### src/rtl/nor_flash_command_decoder_top_macros.svh
// Assertion macros for the NOR flash command decoder.
// Included by the top level; no other dependencies.
`ifndef NOR_FLASH_COMMAND_DECODER_TOP_MACROS_SVH
`define NOR_FLASH_COMMAND_DECODER_TOP_MACROS_SVH

`ifndef SYNTH
// expr must hold at every clock edge outside reset
`define NFCD_ASSERT_ALWAYS(name, clk, rst, expr) \
   name: assert property (@(posedge clk) disable iff (rst) (expr)) \
      else $error("nfcd assertion failed");
// ante implies cons in the same cycle
`define NFCD_ASSERT_IMPLY(name, clk, rst, ante, cons) \
   name: assert property (@(posedge clk) disable iff (rst) (ante) |-> (cons)) \
      else $error("nfcd implication failed");
`else
`define NFCD_ASSERT_ALWAYS(name, clk, rst, expr)
`define NFCD_ASSERT_IMPLY(name, clk, rst, ante, cons)
`endif

`endif

### src/rtl/nfcd_pkg.sv
// Shared types and constants of the NOR flash command decoder.
// No dependencies.
`timescale 1ns / 1ps

package nfcd_pkg;

   localparam int ADDR_BITS   = 16;
   localparam int ARRAY_WORDS = 2 ** ADDR_BITS;
   localparam int WORD_BITS   = 16;

   localparam logic [1:0] CMD_READ  = 2'd0;
   localparam logic [1:0] CMD_WRITE = 2'd1;
   localparam logic [1:0] CMD_TICK  = 2'd2;

   localparam logic [15:0] UNLOCK_ADDR1 = 16'h5555;
   localparam logic [15:0] UNLOCK_ADDR2 = 16'h2AAA;

   localparam logic [7:0] CODE_UNLOCK1     = 8'hAA;
   localparam logic [7:0] CODE_UNLOCK2     = 8'h55;
   localparam logic [7:0] CODE_PROGRAM     = 8'hA0;
   localparam logic [7:0] CODE_ERASE_SETUP = 8'h80;
   localparam logic [7:0] CODE_CHIP_ERASE  = 8'h10;

   localparam logic [WORD_BITS-1:0] TOGGLE_MASK = 16'h0040;
   localparam logic [WORD_BITS-1:0] ERASED_WORD = 16'hFFFF;
   localparam logic [15:0]          PROGRAM_TICKS_RESET = 16'd10;

   typedef enum logic [2:0] {
      SEQ_IDLE,
      SEQ_U1,
      SEQ_U2,
      SEQ_ARMED,
      SEQ_E_SETUP,
      SEQ_E_U1,
      SEQ_E_U2
   } seq_state_type;

   typedef enum logic [1:0] {
      CTL_CLEAR,
      CTL_IDLE,
      CTL_EXEC
   } ctl_state_type;

   // events raised by the command sequence decoder
   typedef struct packed {
      logic prog_go;
      logic erase_go;
   } seq_evt_type;

endpackage

### src/rtl/nfcd_cmd_seq.sv
// Unlock / command sequence decoder of the NOR flash command decoder.
// Depends on nfcd_pkg.
`timescale 1ns / 1ps

module nfcd_cmd_seq (
   input  logic                           clock,
   input  logic                           reset,
   input  logic                           wr_en,
   input  logic [nfcd_pkg::ADDR_BITS-1:0] addr,
   input  logic [7:0]                     code,
   output nfcd_pkg::seq_evt_type          evt
);

   import nfcd_pkg::*;

   seq_state_type state_ff;
   seq_state_type state_in;
   logic          at_u1;
   logic          at_u2;

   assign at_u1 = (addr == ADDR_BITS'(UNLOCK_ADDR1));
   assign at_u2 = (addr == ADDR_BITS'(UNLOCK_ADDR2));

   always_ff @(posedge clock) begin
      if (reset) begin
         state_ff <= SEQ_IDLE;
      end else begin
         state_ff <= state_in;
      end
   end

   always_comb begin
      state_in     = state_ff;
      evt.prog_go  = 1'b0;
      evt.erase_go = 1'b0;
      if (wr_en) begin
         unique case (state_ff)
            SEQ_IDLE: begin
               state_in = (at_u1 && code == CODE_UNLOCK1) ? SEQ_U1 : SEQ_IDLE;
            end
            SEQ_U1: begin
               state_in = (at_u2 && code == CODE_UNLOCK2) ? SEQ_U2 : SEQ_IDLE;
            end
            SEQ_U2: begin
               if (at_u1 && code == CODE_PROGRAM) begin
                  state_in = SEQ_ARMED;
               end else if (at_u1 && code == CODE_ERASE_SETUP) begin
                  state_in = SEQ_E_SETUP;
               end else begin
                  state_in = SEQ_IDLE;
               end
            end
            SEQ_ARMED: begin
               // any write is the program data
               evt.prog_go = 1'b1;
               state_in    = SEQ_IDLE;
            end
            SEQ_E_SETUP: begin
               state_in = (at_u1 && code == CODE_UNLOCK1) ? SEQ_E_U1 : SEQ_IDLE;
            end
            SEQ_E_U1: begin
               state_in = (at_u2 && code == CODE_UNLOCK2) ? SEQ_E_U2 : SEQ_IDLE;
            end
            SEQ_E_U2: begin
               evt.erase_go = at_u1 && code == CODE_CHIP_ERASE;
               state_in     = SEQ_IDLE;
            end
            default: begin
               state_in = SEQ_IDLE;
            end
         endcase
      end
   end

endmodule

### config.mk
export PLATFORM = sky130hd
export DESIGN_NAME = nfcd_cmd_seq
export DESIGN_NICKNAME = d
export VERILOG_FILES = /design/src/rtl/nor_flash_command_decoder_top_macros.svh /design/src/rtl/nfcd_pkg.sv /design/src/rtl/nfcd_cmd_seq.sv
export SDC_FILE = /design/constraint.sdc
export NUM_CORES = 1
export LEC_CHECK = 0
export BUFFER_PORTS_ARGS = -buffer_cell sky130_fd_sc_hd__buf_2
export CORE_AREA = 2 2 39 41
export CTS_CLUSTER_DIAMETER = 80
export CTS_CLUSTER_SIZE = 30
export DETAILED_ROUTE_END_ITERATION = 10
export DIE_AREA = 0 0 41 43
export HOLD_SLACK_MARGIN = 0.15
export SETUP_SLACK_MARGIN = 0.1
export SYNTH_ARGS = -nofsm -noshare
export SYNTH_HDL_FRONTEND = slang
export SYNTH_SLANG_ARGS = --single-unit
### constraint.sdc
create_clock -name clock -period 3.2 [get_ports clock]
set_clock_uncertainty 0.2 [all_clocks]
set_input_delay 0.32 -clock clock [delete_from_list [all_inputs] [get_ports clock]]
set_output_delay 0.32 -clock clock [all_outputs]
set_load 0.01 [all_outputs]
==> results of run 1 <==
-- cell type report --
type | count | share of cell area [%]
multi-input combinational | 43 | 54.3
clock buffer | 4 | 4.68
sequential | 3 | 10.7
tap | 16 | 3.56
timing repair buffer | 29 | 26.7
-- Yosys cell counts, drive strengths merged --
cell type	count
dfxtp	3
nand2	3
nand2b	3
nand3	3
nand4	3
nor2	3
nor4b	3
nor4bb	3
o21ai	3
and3	2
nand3b	2
nor3	2
a211oi	1
a21oi	1
and4b	1
and4bb	1
nand4bb	1
nor2b	1
nor3b	1
nor4	1
o2111ai	1
o211ai	1
o41a	1
or2	1
or4b	1
-- report_power, final --
part / switching [mW] / internal, mW / total, mW
registers: 0.000998 / 0.0382 / 0.0392
clock network: 0.0190 / 0.0467 / 0.0656
logic: 0.0147 / 0.0203 / 0.0350
-- worst max-delay path: stages (launching register included) --
cell and delay [ns]:
dfxtp_1 0.35, or2_1 0.25, nor3_1 0.27, nand2_1 0.08
nor3_1 0.19, buf_2 0.16
-- routing by layer --
metal  GRT usage, %  part of all wire [%]  vias to the layer above
met1           12.2                    43                      207
li1               -                     -                      259
met3           3.14                   8.1                        0
met5              0                     0                        -
met4           10.0                     0                        0
met2           23.1                    49                       19
-- worst min path at each step --
stage,from,cells past startpoint,to,slack (ns)
global route,wr_en,3,state_ff[0]$_SDFFE_PP0P_,0.22
finish,code[4],4,state_ff[2]$_SDFFE_PP0P_,0.22
floorplan,reset,1,state_ff[1]$_SDFFE_PP0P_,0.18
global placement,state_ff[2]$_SDFFE_PP0P_,2,state_ff[2]$_SDFFE_PP0P_,0.33
CTS,code[4],4,state_ff[2]$_SDFFE_PP0P_,0.21
detailed placement,state_ff[2]$_SDFFE_PP0P_,2,state_ff[2]$_SDFFE_PP0P_,0.33
-- cells by family after synthesis --
group              Yosys count  share of synthesized area, %
DFF                          3                          16.4
AOI/OAI and AO/OA            8                          16.4
and+or+nand+nor             35                          67.1
-- through the flow --
step	hold WS [ns]	utilization [%]	std cells
5_1_grt	0.221	40.6	95
4_1_cts	0.214	40.6	95
6_report	0.219	40.6	95
2_1_floorplan	0.185	-	46
3_5_place_dp	0.329	38.0	90
3_3_place_gp	0.330	38.0	90
==> metrics.md, run 1 <==
| Metric | Value |
|---|---|
| Fin area | `roughly 560 sq um` |
| Layout cells sized above 1 | `a little over two fifths` |
| Avg Synthesized Cell Area | `7.94 sq um` |
| RR Endpoint | `state_ff[1]$_SDFFE_PP0P_` |
| # DRC | `0` |
| Drt pass-1 iters | `2` |
| Mapped Cells | `46` |
| Wire per inst | `10.9 um` |
| Initial antenna violation count | `0` |
| Total CTS buffers | `3` |
| Leak | `0.228 nW` |
| Worst-Margin Slew | `0.344 ns` |
| Area leader, netlist | `dfxtp_1` |
| Crit Path Class | `flip-flop to primary output` |
| CP Capture Type | `primary output` |
| Max-slew violations | `0` |
| Root buffer cell | `clkbuf_4` |
| Crit path DAT | `1.52 ns` |
| Final Setup Violations | `0` |
| Buffers on Ports | `28` |
| Hold Fails Final Rpt | `0` |
| Core Area | `1380 sq um` |
| Largest regs | `state_ff (3)` |
| Worst R2R Path Depth | `4` |
| Initial Util | `around a quarter` |
| Area contributors post-synth | `dfxtp_1 (16%), nor4bb_1 (8.2%), nand2b_1 (5.1%)` |
| Top cell type's share of synthesized area | `16.4%` |
| Largest register by flop count | `state_ff` |
| DIE AREA | `1760 sq um` |
| VDD IR max | `121 uV` |
| Detailed placement HPWL | `slightly below 900 um` |
| Syn nets | `73` |
| Largest net degree at the start of global routing | `9` |
| HP Class | `input pin to flip-flop` |
| CP required | `~2.7 ns` |
| Ports | `29` |
| Pwr per Cell Area | `249 nW/um^2` |
| Area delta synth->final | `53.8%` |
| DRT Wirelength | `between 1000 and 1500 um` |
| Setup TNS | `0 ns` |
| FP Rows | `14` |
| Worst R2R Setup Slack | `1.57 ns` |
| Setup ws final | `1.16 ns` |
| Number of flip-flops in the largest register | `3` |
| Dpl ws | `1.31 ns` |
| Gr ovfl total | `0` |
| First-pass GRT wire length | `1550 um` |
| Worst setup path endpoint | `evt[0]` |
| CP startpoint kind | `flip-flop` |
| Final period util | `63.9%` |
| Reg area | `60.1 sq um` |
| Rel. slew slack | `76.9%` |
| Multi-input logic area | `305 sq um` |
| Fmax | `489 MHz` |
| Maxcap violations | `0` |
| GPL Wtd Cong | `between 0.8 and 0.9` |
| Outcome | `finished clean` |
| Power, Total | `140 uW` |
| Dpl cell area | `526 sq um` |
| Sequential area share after synthesis | `16.4%` |
| H-tree Lvls | `1` |
| Worst-path maximum fanout | `6` |
| Fill cells | `around 150` |
| Reg clk slew, reported paths | `0.04 ns` |
| Post-CTS Hold Buffers | `1` |
| Clk Latency, worst-skew pair | `0.23 ns` |
| Antenna Nets Post-Route | `0` |
| Post-CTS sizing | `0` |
| Yosys warns | `0` |
| Vias | `485` |
| Max clock buf depth | `2` |
| CP startpoint | `state_ff[0]$_SDFFE_PP0P_` |
| Crit Reg-Reg Startpoint | `state_ff[0]$_SDFFE_PP0P_` |
| Vias in the first global route | `440` |
| Yosys reg bits | `3` |
| Post-CTS setup buffers | `0` |
| Most common cell after layout, fill and taps aside | `buf_2` |
| DR vias/cell | `5.11` |
| Synth unique cells | `27` |
| Diode count | `0` |
| Total track usage | `13.3%` |
| Synthesized cell area | `365 sq um` |
| Die height | `between 40 and 50 um` |
| Final #Nets | `107` |
| Die Span X | `41 um` |
| TritonCTS clock tree | `yes` |
| Clock sink count | `3` |
| Fin crit period | `2.04 ns` |
| Unrepaired setup endpoints after global routing | `false` |
| Starting DRT DRC Count | `7` |
Note: power is estimated with default switching activity, not from simulation.
==> inputs of run 2 (changes only) <==
ABC_AREA = 1   (was default)
CORE_AREA = default   (was 2 2 39 41)
CORE_MARGIN = 1   (was default)
CORE_UTILIZATION = 37   (was default)
DIE_AREA = default   (was 0 0 41 43)
PLACE_DENSITY = 0.73   (was default)
clock period = 1.8 ns   (was 3.2 ns; I/O delays follow)
==> metrics.md, run 2 <==
| Metric | Value |
|---|---|
| Outcome | `finished clean` |
| Worst-Margin Slew | `0.238 ns (-0.106 ns)` |
| Sw Share | `27.9% (+3.2 points)` |
| Drt pass-1 iters | `4 (+2)` |
| EDFF count, synth | `0 (unchanged)` |
| CP startpoint | `state_ff[1]$_SDFFE_PP0P_` |
| Worst R2R Setup Slack | `0.47 ns (-1.10 ns)` |
| Fmax | `621 MHz` |
| Most frequent cells in the layout | `buf_2 (28), nand2_1 (25), nor2_1 (19), inv_1 (19), nand3_1 (5)` |
| Crit-path cells | `nand4_1 > nor4_1 > buf_2` |
| Total CTS buffers | `3 (unchanged)` |
| HP Class | `input pin to flip-flop` |
| Final period util | `89.5%` |
| First-pass GRT wire length | `1950 um (+25%)` |
| Number of flip-flops in the largest register | `3 (unchanged)` |
| VDD IR max | `530 uV (+340%)` |
| Hold Fails Final Rpt | `0 (unchanged)` |
| Sw Pwr | `72.7 uW (+110%)` |
| Area contributors post-synth | `nand2_1 (19%), inv_1 (15%), nor2_1 (15%)` |
| Max clock buf depth | `2 (unchanged)` |
| Final #Nets | `157 (+47%)` |
| Post-CTS sizing | `0 (unchanged)` |
| Vias in the first global route | `586 (+33%)` |
| CP Capture Type | `primary output` |
| Most common cell after layout, fill and taps aside | `buf_2` |
| Max-slew violations | `0 (unchanged)` |
| TritonCTS clock tree | `yes` |
| Area delta synth->final | `45.9%` |
| Maxcap violations | `0 (unchanged)` |
| Syn nets | `120 (+64%)` |
| Worst hold path startpoint | `code[7]` |
| Sequential area share after synthesis | `12.3% (-4.1 points)` |
| Root buffer cell | `clkbuf_4` |
| Fill cells | `119 (-20%)` |
| Worst-path maximum fanout | `7 (+1)` |
| Rel. slew slack | `84.0% (+7.1 points)` |
| Largest regs | `state_ff (3)` |
| Avg Synthesized Cell Area | `5.25 sq um (-34%)` |
| Cell count after placement | `135 (+50%)` |
| Area leader, netlist | `nand2_1` |
| Fin crit period | `1.61 ns` |
| Final Setup Violations | `0 (unchanged)` |
| Clk Latency, worst-skew pair | `0.23 ns (about the same)` |
| Post-synth top cells | `nand2_1 (25), inv_1 (19), nor2_1 (19)` |
| Sequential Power Share | `25.7% (-2.3 points)` |
| Crit path max-delay cell type | `dfxtp_1` |
| Dpl cell area | `646 sq um (+23%)` |
| Die height | `38.3 um (-11%)` |
| Core Area | `1170 sq um (-15%)` |
| CP startpoint kind | `flip-flop` |
| Diode count | `0 (unchanged)` |
| RR Endpoint | `state_ff[1]$_SDFFE_PP0P_` |
| Yosys reg bits | `3 (unchanged)` |
| H-tree Lvls | `1 (unchanged)` |
| Antenna Nets Post-Route | `0 (unchanged)` |
| Synthesized cell area | `488 sq um (+34%)` |
| Gr ovfl total | `0 (unchanged)` |
| Die Span X | `38.3 um (-6.5%)` |
| FP Rows | `12 (-2)` |
| Largest register by flop count | `state_ff` |
| GPL Wtd Cong | `0.678 (-22%)` |
| Starting DRT DRC Count | `11 (+4)` |
| Largest net degree at the start of global routing | `8 (-1)` |
| Pwr per Cell Area | `366 nW/um^2 (+47%)` |
| Ports | `29 (unchanged)` |
| Clock Power Share | `44.4% (-2.5 points)` |
| Detailed placement HPWL | `967 um (+8.8%)` |
| Mapped Cells | `93 (+100%)` |
| Critical Path Stages | `3 (-2)` |
| Wire per inst | `8.03 um (-26%)` |
| Fin cells | `143 (+51%)` |
| Worst R2R Path Depth | `8 (+4)` |
| Leak | `0.442 nW (+94%)` |
| Initial Util | `41.7% (+15 points)` |
| Crit Reg-Reg Startpoint | `state_ff[0]$_SDFFE_PP0P_` |
| Post-CTS setup buffers | `0 (unchanged)` |
| CP required | `1.42 ns (-1.26 ns)` |
| # DRC | `0 (unchanged)` |
| Fin area | `712 sq um (+27%)` |
| Yosys warns | `0 (unchanged)` |
| Dpl ws | `0.389 ns (-0.919 ns)` |
| Worst setup path endpoint | `evt[0]` |
| Setup TNS | `0 ns (unchanged)` |
| Crit Path Class | `flip-flop to primary output` |
| P_int | `188 uW (+78%)` |
| DR vias/cell | `4.66 (-8.8%)` |
| Cell family with most CP delay | `flip-flops` |
| Setup ws final | `0.189 ns (-0.967 ns)` |
| Combinational Power Share | `29.9% (+4.9 points)` |
| Reg clk slew, reported paths | `0.03 ns (about the same)` |
| Vias | `666 (+37%)` |
| Buffers plus inverters on the worst setup path | `1 (unchanged)` |
| Total track usage | `18.7% (+5.4 points)` |
| Crit path DAT | `1.23 ns (-0.29 ns)` |
| Layout cells sized above 1 | `33.3% (-9.7 points)` |
| Asr flop ratio synth | `0% (unchanged)` |
| Buffers on Ports | `28 (unchanged)` |
| Unrepaired setup endpoints after global routing | `false` |
| Initial antenna violation count | `0 (unchanged)` |
| Crit path largest cell delay | `0.44 ns (+0.09 ns)` |
| Most frequent cell after synthesis | `nand2_1` |
| Synth unique cells | `13 (-52%)` |
| DIE AREA | `1470 sq um (-17%)` |
| Top cell type's share of synthesized area | `19.2% (+2.8 points)` |
| DRT Wirelength | `1150 um (+11%)` |
| Clock sink count | `3 (unchanged)` |
| Ys flop type | `dfxtp_1` |
run 2: cell count changes in the layout (fill, tap and decap cells not counted), moves of 3 or more:
cell / previous run / this run
nand2_1: 3 / 25
inv_1: 0 / 19
nor2_1: 3 / 19
nand2_2: 0 / 4
a21oi_1: 1 / 4
dlygate4sd3_1: 1 / 4
nand2b_1: 3 / 0
nand3_2: 0 / 3
nor4bb_1: 3 / 0
run 2: cell type report:
class	count	area (sq um)	area share [%]
clock buffers	4	26.3	3.69
inverters	21	78.8	11.1
multi-input cells	69	349	49.0
flip-flops and latches	3	60.1	8.44
well taps	14	17.5	2.46
repair buffers	32	180	25.3
run 2: metal layers:
metal | vias to the layer above | routed length, um | global-route usage [%]
met1 | 287 | 521 | 17.7
met3 | 0 | 63 | 7.56
met4 | 0 | 0 | 1.79
met2 | 23 | 562 | 37.7
met5 | - | 0 | 0
li1 | 356 | - | -
run 2: worst reg2reg max path, cell delays in order, from the launching register on:
cell     delay [ns]
dfxtp_1        0.38
inv_2          0.07
nor2_1         0.09
nand3_1        0.09
nor2_1         0.11
nand2_1        0.07
nand2_1        0.08
nand2_1        0.05
a21oi_1        0.12
run 2: how the worst min path moves through the flow:
stage	endpoint	slack, ns	depth (start not counted)
2_1_floorplan	state_ff[0]$_SDFFE_PP0P_	0.05	1
3_3_place_gp	state_ff[0]$_SDFFE_PP0P_	0.17	2
3_5_place_dp	state_ff[0]$_SDFFE_PP0P_	0.18	2
4_1_cts	state_ff[2]$_SDFFE_PP0P_	0.17	5
5_1_grt	state_ff[2]$_SDFFE_PP0P_	0.20	5
6_report	state_ff[2]$_SDFFE_PP0P_	0.16	5
run 2: through the flow:
stage	utilization, %	power (mW)	hold WS (ns)
finish	60.8	0.261	0.165
floorplan	-	0.0995	0.0491
CTS	60.8	0.263	0.165
global route	60.8	0.282	0.205
global placement	55.1	0.136	0.169
detailed placement	55.1	0.139	0.178
run 2: power by group through the flow:
stage | Sequential, mW | Clock [mW] | Combinational [mW]
CTS | 0.0669 | 0.119 | 0.0779
global route | 0.0668 | 0.127 | 0.0882
floorplan | 0.0679 | 0 | 0.0316
finish | 0.0669 | 0.116 | 0.0779
detailed placement | 0.0679 | 0 | 0.0707
global placement | 0.0679 | 0 | 0.0684
run 2: cells by family after synthesis:
kind of cell	synth area share (%)
compound gates	4.10
buf+inv	16.2
flops	12.3
simple gates	67.4
run 2: repair_timing:
item | in CTS | in global routing
endpoints found under the setup margin | 0 | 1
hold endpoints to repair | 3 | 0
hold buffers | 4 | 0
